### src/hdl/bba_pkg.sv
// ----------------------------------------------------------------------------
// bba_pkg
// Shared types and constants of the bitmap block allocator: beat layouts,
// operation and status codes, field widths and parameter defaults.
// ----------------------------------------------------------------------------
`default_nettype none

package bba_pkg;

  localparam int UNIT_BYTES_DEF = 128;
  localparam int MAP_WORDS_DEF  = 32;

  localparam int SIZE_W   = 18;
  localparam int OFFS_W   = 17;
  localparam int COUNT_W  = 11;
  localparam int WORD_W   = 32;
  localparam int BIT_W    = 5;

  typedef enum logic {
    KIND_ALLOC = 1'b0,
    KIND_FREE  = 1'b1
  } bba_kind_t;

  typedef enum logic [2:0] {
    ST_OK          = 3'd0,
    ST_NO_RUN      = 3'd1,
    ST_BAD_SIZE    = 3'd2,
    ST_DOUBLE_FREE = 3'd3,
    ST_OUTSIDE     = 3'd4
  } bba_status_t;

  typedef struct packed {
    bba_kind_t           kind;
    logic [SIZE_W-1:0]   size_bytes;
    logic [OFFS_W-1:0]   block_offset;
  } bba_in_t;

  typedef struct packed {
    bba_status_t         status;
    logic [OFFS_W-1:0]   granted_offset;
    logic [COUNT_W-1:0]  units_in_use;
  } bba_out_t;

endpackage

`default_nettype wire

### src/hdl/bitmap_block_allocator.sv
// ----------------------------------------------------------------------------
// bitmap_block_allocator
// Allocates and frees blocks of fixed-size units from one store, tracking a
// used bit per unit in a RAM of 32-bit map words.
//
// A command beat is taken on a rising edge with start high and busy low.
// in_data.kind selects allocate or free; the size is rounded up to units.
// Exactly one result beat follows, shown for one cycle with out_valid high;
// the receiver cannot stall it, and busy has dropped in that same cycle so
// the next command may be taken there.
// A rejected size or range reads no map word. A small allocate reads map
// words upward until a gap is found; a large allocate reads words downward,
// then marks the run it found. A free checks each map word the block spans,
// stopping at a double free, and then reads and clears those words again.
// The operands are registered first, then the unit quotients; map words are
// read one per cycle through the RAM's single read port.
// After reset a clearing pass writes zero to each map word, with busy high.
// ----------------------------------------------------------------------------
`default_nettype none

module bitmap_block_allocator #(
  parameter int UNIT_BYTES = bba_pkg::UNIT_BYTES_DEF,
  parameter int MAP_WORDS  = bba_pkg::MAP_WORDS_DEF
) (
  input  logic              clk,
  input  logic              rst_n,
  input  logic              start,
  input  bba_pkg::bba_in_t  in_data,
  output logic              busy,
  output logic              out_valid,
  output bba_pkg::bba_out_t out_data
);

  import bba_pkg::*;

  localparam int AW          = $clog2(MAP_WORDS);
  localparam int AC_W        = $clog2(MAP_WORDS + 1);
  localparam int UIW         = AW + BIT_W;
  localparam int TOTAL_UNITS = MAP_WORDS * WORD_W;
  localparam int STORE_BYTES = TOTAL_UNITS * UNIT_BYTES;
  localparam int NEED_W      = SIZE_W + 1;
  localparam int CNT_W       = ($clog2(TOTAL_UNITS + 1) > COUNT_W) ?
                               $clog2(TOTAL_UNITS + 1) : COUNT_W;

  typedef enum logic [9:0] {
    S_CLEAR   = 10'b00_0000_0001,
    S_IDLE    = 10'b00_0000_0010,
    S_DIV     = 10'b00_0000_0100,
    S_DECIDE  = 10'b00_0000_1000,
    S_SCAN_S  = 10'b00_0001_0000,
    S_SCAN_L  = 10'b00_0010_0000,
    S_MARK_L  = 10'b00_0100_0000,
    S_CHECK_F = 10'b00_1000_0000,
    S_CLEAR_F = 10'b01_0000_0000,
    S_FIN     = 10'b10_0000_0000
  } state_t;

  state_t              state_r, state_nxt;
  bba_kind_t           kind_r, kind_nxt;
  logic [SIZE_W-1:0]   size_r, size_nxt;
  logic [OFFS_W-1:0]   offs_r, offs_nxt;
  logic [NEED_W-1:0]   need_r, need_nxt;
  bba_status_t         status_r, status_nxt;
  logic [UIW-1:0]      start_r, start_nxt;
  logic [AW-1:0]       rd_addr_r, rd_addr_nxt;
  logic                rd_on_r, rd_on_nxt;
  logic                rd_vld_r, rd_vld_nxt;
  logic [AW-1:0]       ev_addr_r, ev_addr_nxt;
  logic [AW-1:0]       end_addr_r, end_addr_nxt;
  logic [AW-1:0]       fw_r, fw_nxt;
  logic [BIT_W-1:0]    s_lo_r, s_lo_nxt;
  logic [BIT_W-1:0]    e_hi_r, e_hi_nxt;
  logic [AC_W-1:0]     words_r, words_nxt;
  logic [AC_W-1:0]     run_r, run_nxt;
  logic [AC_W-1:0]     mark_left_r, mark_left_nxt;
  logic [AW-1:0]       wr_addr_r, wr_addr_nxt;
  logic [CNT_W-1:0]    cnt_r, cnt_nxt;
  logic                out_valid_r, out_valid_nxt;
  bba_out_t            out_r, out_nxt;

  logic                ram_we;
  logic [AW-1:0]       ram_waddr;
  logic [WORD_W-1:0]   ram_wdata;
  logic [WORD_W-1:0]   ram_rdata;

  logic                accept;
  logic [NEED_W-1:0]   need_q;
  logic [OFFS_W-1:0]   unit_q;

  logic [WORD_W-1:0]   sm_mask;
  logic [WORD_W-1:0]   last_mask;
  logic [WORD_W-1:0]   fr_mask;
  logic [BIT_W-1:0]    m_lo, m_hi;
  logic                hit;
  logic [BIT_W-1:0]    pos;
  logic [UIW-1:0]      s_unit, e_unit;
  logic [31:0]         prod;

  assign accept = start && (state_r == S_IDLE);

  bba_div #(
    .NUM_W (NEED_W),
    .DEN   (UNIT_BYTES)
  ) u_div_need (
    .clk   (clk),
    .start (accept),
    .num   (NEED_W'(in_data.size_bytes) + NEED_W'(UNIT_BYTES - 1)),
    .quot  (need_q)
  );

  bba_div #(
    .NUM_W (OFFS_W),
    .DEN   (UNIT_BYTES)
  ) u_div_unit (
    .clk   (clk),
    .start (accept),
    .num   (in_data.block_offset),
    .quot  (unit_q)
  );

  bba_ram #(
    .WIDTH (WORD_W),
    .DEPTH (MAP_WORDS)
  ) u_map (
    .clk   (clk),
    .we    (ram_we),
    .waddr (ram_waddr),
    .wdata (ram_wdata),
    .raddr (rd_addr_r),
    .rdata (ram_rdata)
  );

  // gap search inside one map word, lowest position first
  always_comb begin
    sm_mask = (WORD_W'(1) << need_r[BIT_W-1:0]) - WORD_W'(1);
    hit     = 1'b0;
    pos     = '0;
    for (int b = WORD_W - 1; b >= 0; b--) begin
      if ((b + int'(need_r[BIT_W-1:0]) <= WORD_W) &&
          ((ram_rdata & (sm_mask << b)) == '0)) begin
        hit = 1'b1;
        pos = BIT_W'(b);
      end
    end
  end

  always_comb begin
    last_mask = (need_r[BIT_W-1:0] == '0) ? '1 :
                (WORD_W'(1) << need_r[BIT_W-1:0]) - WORD_W'(1);
    m_lo      = (ev_addr_r == fw_r) ? s_lo_r : '0;
    m_hi      = (ev_addr_r == end_addr_r) ? e_hi_r : BIT_W'(WORD_W - 1);
    fr_mask   = ({WORD_W{1'b1}} << m_lo) &
                ({WORD_W{1'b1}} >> (BIT_W'(WORD_W - 1) - m_hi));
    s_unit    = UIW'(unit_q);
    e_unit    = UIW'(32'(unit_q) + 32'(need_q) - 32'd1);
    prod      = 32'(start_r) * 32'(UNIT_BYTES);
  end

  always_comb begin
    state_nxt     = state_r;
    kind_nxt      = kind_r;
    size_nxt      = size_r;
    offs_nxt      = offs_r;
    need_nxt      = need_r;
    status_nxt    = status_r;
    start_nxt     = start_r;
    rd_addr_nxt   = rd_addr_r;
    rd_on_nxt     = rd_on_r;
    rd_vld_nxt    = 1'b0;
    ev_addr_nxt   = rd_addr_r;
    end_addr_nxt  = end_addr_r;
    fw_nxt        = fw_r;
    s_lo_nxt      = s_lo_r;
    e_hi_nxt      = e_hi_r;
    words_nxt     = words_r;
    run_nxt       = run_r;
    mark_left_nxt = mark_left_r;
    wr_addr_nxt   = wr_addr_r;
    cnt_nxt       = cnt_r;
    out_valid_nxt = 1'b0;
    out_nxt       = out_r;
    ram_we        = 1'b0;
    ram_waddr     = ev_addr_r;
    ram_wdata     = '0;

    // read issue, upward for the small search and free passes, downward for
    // the large search
    if (state_r == S_SCAN_S || state_r == S_CHECK_F || state_r == S_CLEAR_F) begin
      rd_vld_nxt = rd_on_r;
      if (rd_on_r) begin
        if (rd_addr_r == end_addr_r) begin
          rd_on_nxt = 1'b0;
        end else begin
          rd_addr_nxt = rd_addr_r + AW'(1);
        end
      end
    end else if (state_r == S_SCAN_L) begin
      rd_vld_nxt = rd_on_r;
      if (rd_on_r) begin
        if (rd_addr_r == '0) begin
          rd_on_nxt = 1'b0;
        end else begin
          rd_addr_nxt = rd_addr_r - AW'(1);
        end
      end
    end

    case (state_r)
      S_CLEAR: begin
        ram_we    = 1'b1;
        ram_waddr = wr_addr_r;
        ram_wdata = '0;
        if (wr_addr_r == AW'(MAP_WORDS - 1)) begin
          state_nxt = S_IDLE;
        end else begin
          wr_addr_nxt = wr_addr_r + AW'(1);
        end
      end

      S_IDLE: begin
        if (start) begin
          kind_nxt  = in_data.kind;
          size_nxt  = in_data.size_bytes;
          offs_nxt  = in_data.block_offset;
          state_nxt = S_DIV;
        end
      end

      S_DIV: begin
        state_nxt = S_DECIDE;
      end

      S_DECIDE: begin
        need_nxt   = need_q;
        status_nxt = ST_OK;
        start_nxt  = '0;
        rd_vld_nxt = 1'b0;
        run_nxt    = '0;
        if (kind_r == KIND_ALLOC) begin
          if (size_r == '0 || 32'(need_q) > 32'(TOTAL_UNITS)) begin
            status_nxt = ST_BAD_SIZE;
            state_nxt  = S_FIN;
          end else if (32'(need_q) < 32'(WORD_W)) begin
            rd_addr_nxt  = '0;
            end_addr_nxt = AW'(MAP_WORDS - 1);
            rd_on_nxt    = 1'b1;
            state_nxt    = S_SCAN_S;
          end else begin
            words_nxt   = AC_W'((32'(need_q) + 32'(WORD_W - 1)) >> BIT_W);
            rd_addr_nxt = AW'(MAP_WORDS - 1);
            rd_on_nxt   = 1'b1;
            state_nxt   = S_SCAN_L;
          end
        end else begin
          if (size_r == '0) begin
            status_nxt = ST_BAD_SIZE;
            state_nxt  = S_FIN;
          end else if (32'(offs_r) >= 32'(STORE_BYTES) ||
                       32'(offs_r) + 32'(size_r) > 32'(STORE_BYTES)) begin
            status_nxt = ST_OUTSIDE;
            state_nxt  = S_FIN;
          end else begin
            fw_nxt       = s_unit[UIW-1:BIT_W];
            end_addr_nxt = e_unit[UIW-1:BIT_W];
            s_lo_nxt     = s_unit[BIT_W-1:0];
            e_hi_nxt     = e_unit[BIT_W-1:0];
            rd_addr_nxt  = s_unit[UIW-1:BIT_W];
            rd_on_nxt    = 1'b1;
            state_nxt    = S_CHECK_F;
          end
        end
      end

      S_SCAN_S: begin
        if (rd_vld_r) begin
          if (hit) begin
            ram_we    = 1'b1;
            ram_wdata = ram_rdata | (sm_mask << pos);
            start_nxt = {ev_addr_r, pos};
            rd_on_nxt = 1'b0;
            state_nxt = S_FIN;
          end else if (ev_addr_r == end_addr_r) begin
            status_nxt = ST_NO_RUN;
            state_nxt  = S_FIN;
          end
        end
      end

      S_SCAN_L: begin
        if (rd_vld_r) begin
          if (ram_rdata == '0 && (run_r + AC_W'(1)) == words_r) begin
            start_nxt     = {ev_addr_r, BIT_W'(0)};
            wr_addr_nxt   = ev_addr_r;
            mark_left_nxt = words_r;
            rd_on_nxt     = 1'b0;
            state_nxt     = S_MARK_L;
          end else if (ev_addr_r == '0) begin
            status_nxt = ST_NO_RUN;
            state_nxt  = S_FIN;
          end else if (ram_rdata == '0) begin
            run_nxt = run_r + AC_W'(1);
          end else begin
            run_nxt = '0;
          end
        end
      end

      S_MARK_L: begin
        ram_we        = 1'b1;
        ram_waddr     = wr_addr_r;
        ram_wdata     = (mark_left_r == AC_W'(1)) ? last_mask : '1;
        wr_addr_nxt   = wr_addr_r + AW'(1);
        mark_left_nxt = mark_left_r - AC_W'(1);
        if (mark_left_r == AC_W'(1)) begin
          state_nxt = S_FIN;
        end
      end

      S_CHECK_F: begin
        if (rd_vld_r) begin
          if ((ram_rdata & fr_mask) != fr_mask) begin
            status_nxt = ST_DOUBLE_FREE;
            rd_on_nxt  = 1'b0;
            state_nxt  = S_FIN;
          end else if (ev_addr_r == end_addr_r) begin
            rd_addr_nxt = fw_r;
            rd_on_nxt   = 1'b1;
            rd_vld_nxt  = 1'b0;
            state_nxt   = S_CLEAR_F;
          end
        end
      end

      S_CLEAR_F: begin
        if (rd_vld_r) begin
          ram_we    = 1'b1;
          ram_wdata = ram_rdata & ~fr_mask;
          if (ev_addr_r == end_addr_r) begin
            state_nxt = S_FIN;
          end
        end
      end

      S_FIN: begin
        if (status_r == ST_OK) begin
          if (kind_r == KIND_ALLOC) begin
            cnt_nxt = cnt_r + CNT_W'(need_r);
          end else begin
            cnt_nxt = cnt_r - CNT_W'(need_r);
          end
        end
        out_nxt.status         = status_r;
        out_nxt.granted_offset = (status_r == ST_OK && kind_r == KIND_ALLOC) ?
                                 OFFS_W'(prod) : '0;
        out_nxt.units_in_use   = cnt_nxt[COUNT_W-1:0];
        out_valid_nxt          = 1'b1;
        state_nxt              = S_IDLE;
      end

      default: begin
        state_nxt = S_IDLE;
      end
    endcase
  end

  always_ff @(posedge clk) begin
    if (!rst_n) begin
      state_r     <= S_CLEAR;
      wr_addr_r   <= '0;
      rd_on_r     <= 1'b0;
      rd_vld_r    <= 1'b0;
      cnt_r       <= '0;
      out_valid_r <= 1'b0;
      status_r    <= ST_OK;
      kind_r      <= KIND_ALLOC;
      run_r       <= '0;
      mark_left_r <= '0;
    end else begin
      state_r     <= state_nxt;
      wr_addr_r   <= wr_addr_nxt;
      rd_on_r     <= rd_on_nxt;
      rd_vld_r    <= rd_vld_nxt;
      cnt_r       <= cnt_nxt;
      out_valid_r <= out_valid_nxt;
      status_r    <= status_nxt;
      kind_r      <= kind_nxt;
      run_r       <= run_nxt;
      mark_left_r <= mark_left_nxt;
    end
    size_r     <= size_nxt;
    offs_r     <= offs_nxt;
    need_r     <= need_nxt;
    start_r    <= start_nxt;
    rd_addr_r  <= rd_addr_nxt;
    ev_addr_r  <= ev_addr_nxt;
    end_addr_r <= end_addr_nxt;
    fw_r       <= fw_nxt;
    s_lo_r     <= s_lo_nxt;
    e_hi_r     <= e_hi_nxt;
    words_r    <= words_nxt;
    out_r      <= out_nxt;
  end

  assign busy      = (state_r != S_IDLE);
  assign out_valid = out_valid_r;
  assign out_data  = out_r;

endmodule

`default_nettype wire

### src/hdl/bba_ram.sv
// ----------------------------------------------------------------------------
// bba_ram
// Generic single-write, single-read RAM with a registered read port.
// ----------------------------------------------------------------------------
`default_nettype none

module bba_ram #(
  parameter int WIDTH = 32,
  parameter int DEPTH = 32
) (
  input  logic                     clk,
  input  logic                     we,
  input  logic [$clog2(DEPTH)-1:0] waddr,
  input  logic [WIDTH-1:0]         wdata,
  input  logic [$clog2(DEPTH)-1:0] raddr,
  output logic [WIDTH-1:0]         rdata
);

  logic [WIDTH-1:0] mem_r [DEPTH];
  logic [WIDTH-1:0] rdata_r;

  always_ff @(posedge clk) begin
    if (we) begin
      mem_r[waddr] <= wdata;
    end
    rdata_r <= mem_r[raddr];
  end

  assign rdata = rdata_r;

endmodule

`default_nettype wire

### src/hdl/bba_div.sv
// ----------------------------------------------------------------------------
// bba_div
// Divider by a fixed divisor through a reciprocal multiply: one register on
// the operand, one on the quotient.
// ----------------------------------------------------------------------------
`default_nettype none

module bba_div #(
  parameter int NUM_W = 19,
  parameter int DEN   = 128
) (
  input  logic             clk,
  input  logic             start,
  input  logic [NUM_W-1:0] num,
  output logic [NUM_W-1:0] quot
);

  localparam int     SH    = NUM_W + $clog2(DEN);
  localparam longint RECIP = ((longint'(1) << SH) / longint'(DEN)) + longint'(1);
  localparam int     RCP_W = NUM_W + 1;
  localparam int     PRD_W = NUM_W + RCP_W;
  localparam logic [RCP_W-1:0] RECIP_V = RCP_W'(RECIP);

  logic [NUM_W-1:0] num_r;
  logic [NUM_W-1:0] quot_r;
  logic [PRD_W-1:0] prod;

  // exact for every operand below 2**NUM_W
  assign prod = PRD_W'(num_r) * PRD_W'(RECIP_V);

  always_ff @(posedge clk) begin
    if (start) begin
      num_r <= num;
    end
    quot_r <= NUM_W'(prod >> SH);
  end

  assign quot = quot_r;

endmodule

`default_nettype wire

### config.mk
export PLATFORM = sky130hd
export DESIGN_NAME = bitmap_block_allocator
export DESIGN_NICKNAME = d
export VERILOG_FILES = /design/src/hdl/bba_pkg.sv /design/src/hdl/bitmap_block_allocator.sv /design/src/hdl/bba_ram.sv /design/src/hdl/bba_div.sv
export SDC_FILE = /design/constraint.sdc
export NUM_CORES = 2
export LEC_CHECK = 0
export BUFFER_PORTS_ARGS = -buffer_cell sky130_fd_sc_hd__clkbuf_2
export CORE_MARGIN = 8
export CORE_UTILIZATION = 40
export CTS_CLUSTER_DIAMETER = 200
export CTS_CLUSTER_SIZE = 8
export DETAILED_ROUTE_END_ITERATION = 7
export PLACE_DENSITY = 0.62
export SLEW_MARGIN = 20
export SYNTH_ARGS = -nofsm -noshare
export SYNTH_HDL_FRONTEND = slang
export SYNTH_HIERARCHICAL = 1
export SYNTH_SLANG_ARGS = --single-unit
### constraint.sdc
create_clock -name clk -period 17.9 [get_ports clk]
set_clock_uncertainty 0.2 [all_clocks]
set_input_delay 3.58 -clock clk [delete_from_list [all_inputs] [get_ports clk]]
set_output_delay 3.58 -clock clk [all_outputs]
set_load 0.01 [all_outputs]
==> flow_summary.yaml <==
global_routing:
  grtUsageTotal_pct: 22.5
  grt_pass1_wl_um: 286000
  grt_pass1_vias: 42073
  antenna_found_initial: 6
  overflow: 0
  grt_max_degree: 64
worst_setup_path:
  crit_fanout: 28
  cpPeakStageDelay_ns: 1.00
  start_kind: "flop"
  timing.setup.critical_path_class: "flop to flop"
  cp.arrival_ns: 10.44
  required_ns: 18.11
  cpMostUsedCell: "nand3_1"
  path_cells: "inv_1 > ha_1 > ha_1 > and2_1 > inv_1 > ha_1 > clkinv_1 > a22oi_1 > o221ai_1 > a211oi_1 > nand3_1 > a2111oi_0 > nand4_1 > nor3_1 > o21bai_1 > nor2_1 > nand4b_1 > nand3_1 > buf_4 > nand3_1 > nand3_1 > nor2_4 > buf_4"
  endpoint_kind: "flop"
  slowest_stage: "nor2_4"
timing:
  rsz0062_at_grt: "no"
  drv_slew: 0
  final-hold-violation-count: 0
  fin_crit_sh_pct: 57.1
  tightest_slew_ns: 1.11
  fmax_ghz: 0.0978
  setup_tns_ns: 0
  post-route-min-period_ns: 10.23
  whs_ns: 0.128
  setup_violations: 0
  slew_headroom_pct: 26.0
pwr:
  p_sw_share_pct: 24.8
  combPwrFrac_pct: 10.5
  finalPower_w: 0.00717
  leakage_nw: 25.7
  internal-power_w: 0.00539
  vdd_drop_max_mv: 0.0982
  p_per_area_nw_per_um2: 104
  power_frac_seq_pct: 47.2
  p_clk_share_pct: 42.3
  switchingPower_w: 0.00178
clock_network:
  cts_root_buf: "clkbuf_16"
  cts.path.max_buffers: 3
  cts_tree: "built"
  cts_setup_buffers: 0
  cts.clk_slew.worst_paths_ns: 0.05
  cts.sinks: 1261
  clkLatencyLatePin_ns: 0.80
  numCtsBuffers: 175
  hold_buffers: 0
  ctsResizeCount: 0
  htree_levels: 4
status:
  violations: "DRC"
  outcome: "complete, but fails checks"
finish:
  n_fill_cell: 13531
  post-route-util_pct: 45.6
  final_area_sq_um: 69200
  area_growth_pct: 13.1
  drive_above_1_share_pct: 11.4
  layout.nets: 5000
die:
  start_util_pct: 40.3
  die_x_um: 407
  fp.dieH_um: 407
  num_io_pins: 72
  rows: 143
  core_region_area_sq_um: 152000
  dieArea_sq_um: 166000
run:
  max_cap_viol_count: 0
detailed_routing:
  routed_wl_um: 197000
  num_vias: 43577
  drtAntennaViolNets: 0
  drc: 28
  via_per_inst: 6.21
  first_iter_violations: 5992
  drt_first_pass_iters: 8
  wire_per_inst_um: 28.0
placed_design:
  gp_congestion: 0.982
  dpl_cell_area_sq_um: 64000
  portBuffers: 64
  detailed_place_hpwl_um: 123000
synth:
  synthCells: 4835
  syn_area_sq_um: 61200
  avgSynthCellArea_sq_um: 12.7
  yosys_warnings: 6
worst_hold_path:
  min_path_type: "flop to flop"
==> metal layers <==
| layer | track usage, % | up-vias | share of wire [%] |
|---|---|---|---|
| met5 | 0 | - | 0.0076 |
| li1 | - | 18855 | - |
| met2 | 34.5 | 2541 | 44 |
| met3 | 5.49 | 568 | 10 |
| met4 | 9.23 | 2 | 4.5 |
| met1 | 30.6 | 21611 | 41 |
==> path summary, 6_finish.rpt <==
kind | start | end | slack, ns | cells after the start
setup / recovery | need_r[0] | u_map/mem_r[3][1] | 7.67 | 23
hold / removal | u_div_need/num_r[18] | u_div_need/quot[11] | 0.13 | 0
setup reg to reg | need_r[0] | u_map/mem_r[3][1] | 7.67 | 23
hold reg to reg | u_div_need/num_r[18] | u_div_need/quot[11] | 0.13 | 0
==> metrics by stage <==
| step | instances | worst slack [ns] |
|---|---|---|
| 2_1_floorplan | 4847 | 8.91 |
| 3_3_place_gp | 6712 | 8.41 |
| 3_5_place_dp | 6721 | 8.07 |
| 4_1_cts | 7003 | 7.98 |
| 5_1_grt | 7011 | 7.22 |
| 6_report | 7016 | 7.67 |
==> registers in the layout, summed over array words and instances, names as in the netlist, 6 cells and up <==
register          count
cnt_r                11
run_r                 6
state_r              10
start_r              10
mark_left_r           6
u_map/mem_r        1024
size_r               18
u_div_unit/num_r     10
u_div_need/num_r     12
offs_r               17
need_r               11
u_div_need/quot      12
u_div_unit/quot      10
out_data             24
words_r               6
u_map/rdata          32
==> worst max-delay path, delay by kind of cell (launching register included) <==
family          cells  cell delay, ns
simple gates       10            3.67
fa+ha+maj           3            1.63
buf+inv             5            1.99
compound gates      5            1.59
flops               1            0.67
==> area by class of cell <==
cell class	count	area (sq um)	area share, %
inverters	109	409	0.591
clock buffers	267	4720	6.82
clock inverters	15	329	0.475
flip-flops and latches	1261	36800	53.1
diodes	5	12.5	0.0181
well taps	2030	2540	3.67
repair buffers	214	1690	2.44
multi-input cells	3115	22700	32.9
==> power by group through the flow <==
stage / clock (W) / sequential (W) / combinational (W)
after floorplan: 0 / 0.00343 / 0.000482
after global placement: 0 / 0.00344 / 0.000725
after detailed placement: 0 / 0.00344 / 0.000729
after CTS: 0.00308 / 0.00339 / 0.000732
after global routing: 0.00320 / 0.00339 / 0.000787
final: 0.00303 / 0.00339 / 0.000752
==> cells in the final DEF, fill, tap and decap left out, types with 26 or more instances in the layout <==
master	n
nor4_1	35
o21ai_0	122
o211ai_1	29
edfxtp_1	1152
mux2i_1	608
nand2b_1	30
a31oi_1	77
nand3_1	186
clkbuf_1	92
dfxtp_1	107
a221oi_1	33
a21oi_1	240
nand4_1	37
a221o_1	34
buf_4	133
nor3_1	84
ha_1	82
and3_1	28
a22oi_1	150
a222oi_1	34
nor2_4	33
a22o_1	94
mux2_2	33
a211oi_1	28
clkbuf_2	64
nor2b_1	26
inv_1	104
xnor2_1	75
and2_1	53
clkbuf_16	175
nand2_1	312
nor2_1	198
Note: power is estimated with default switching activity, not from simulation.
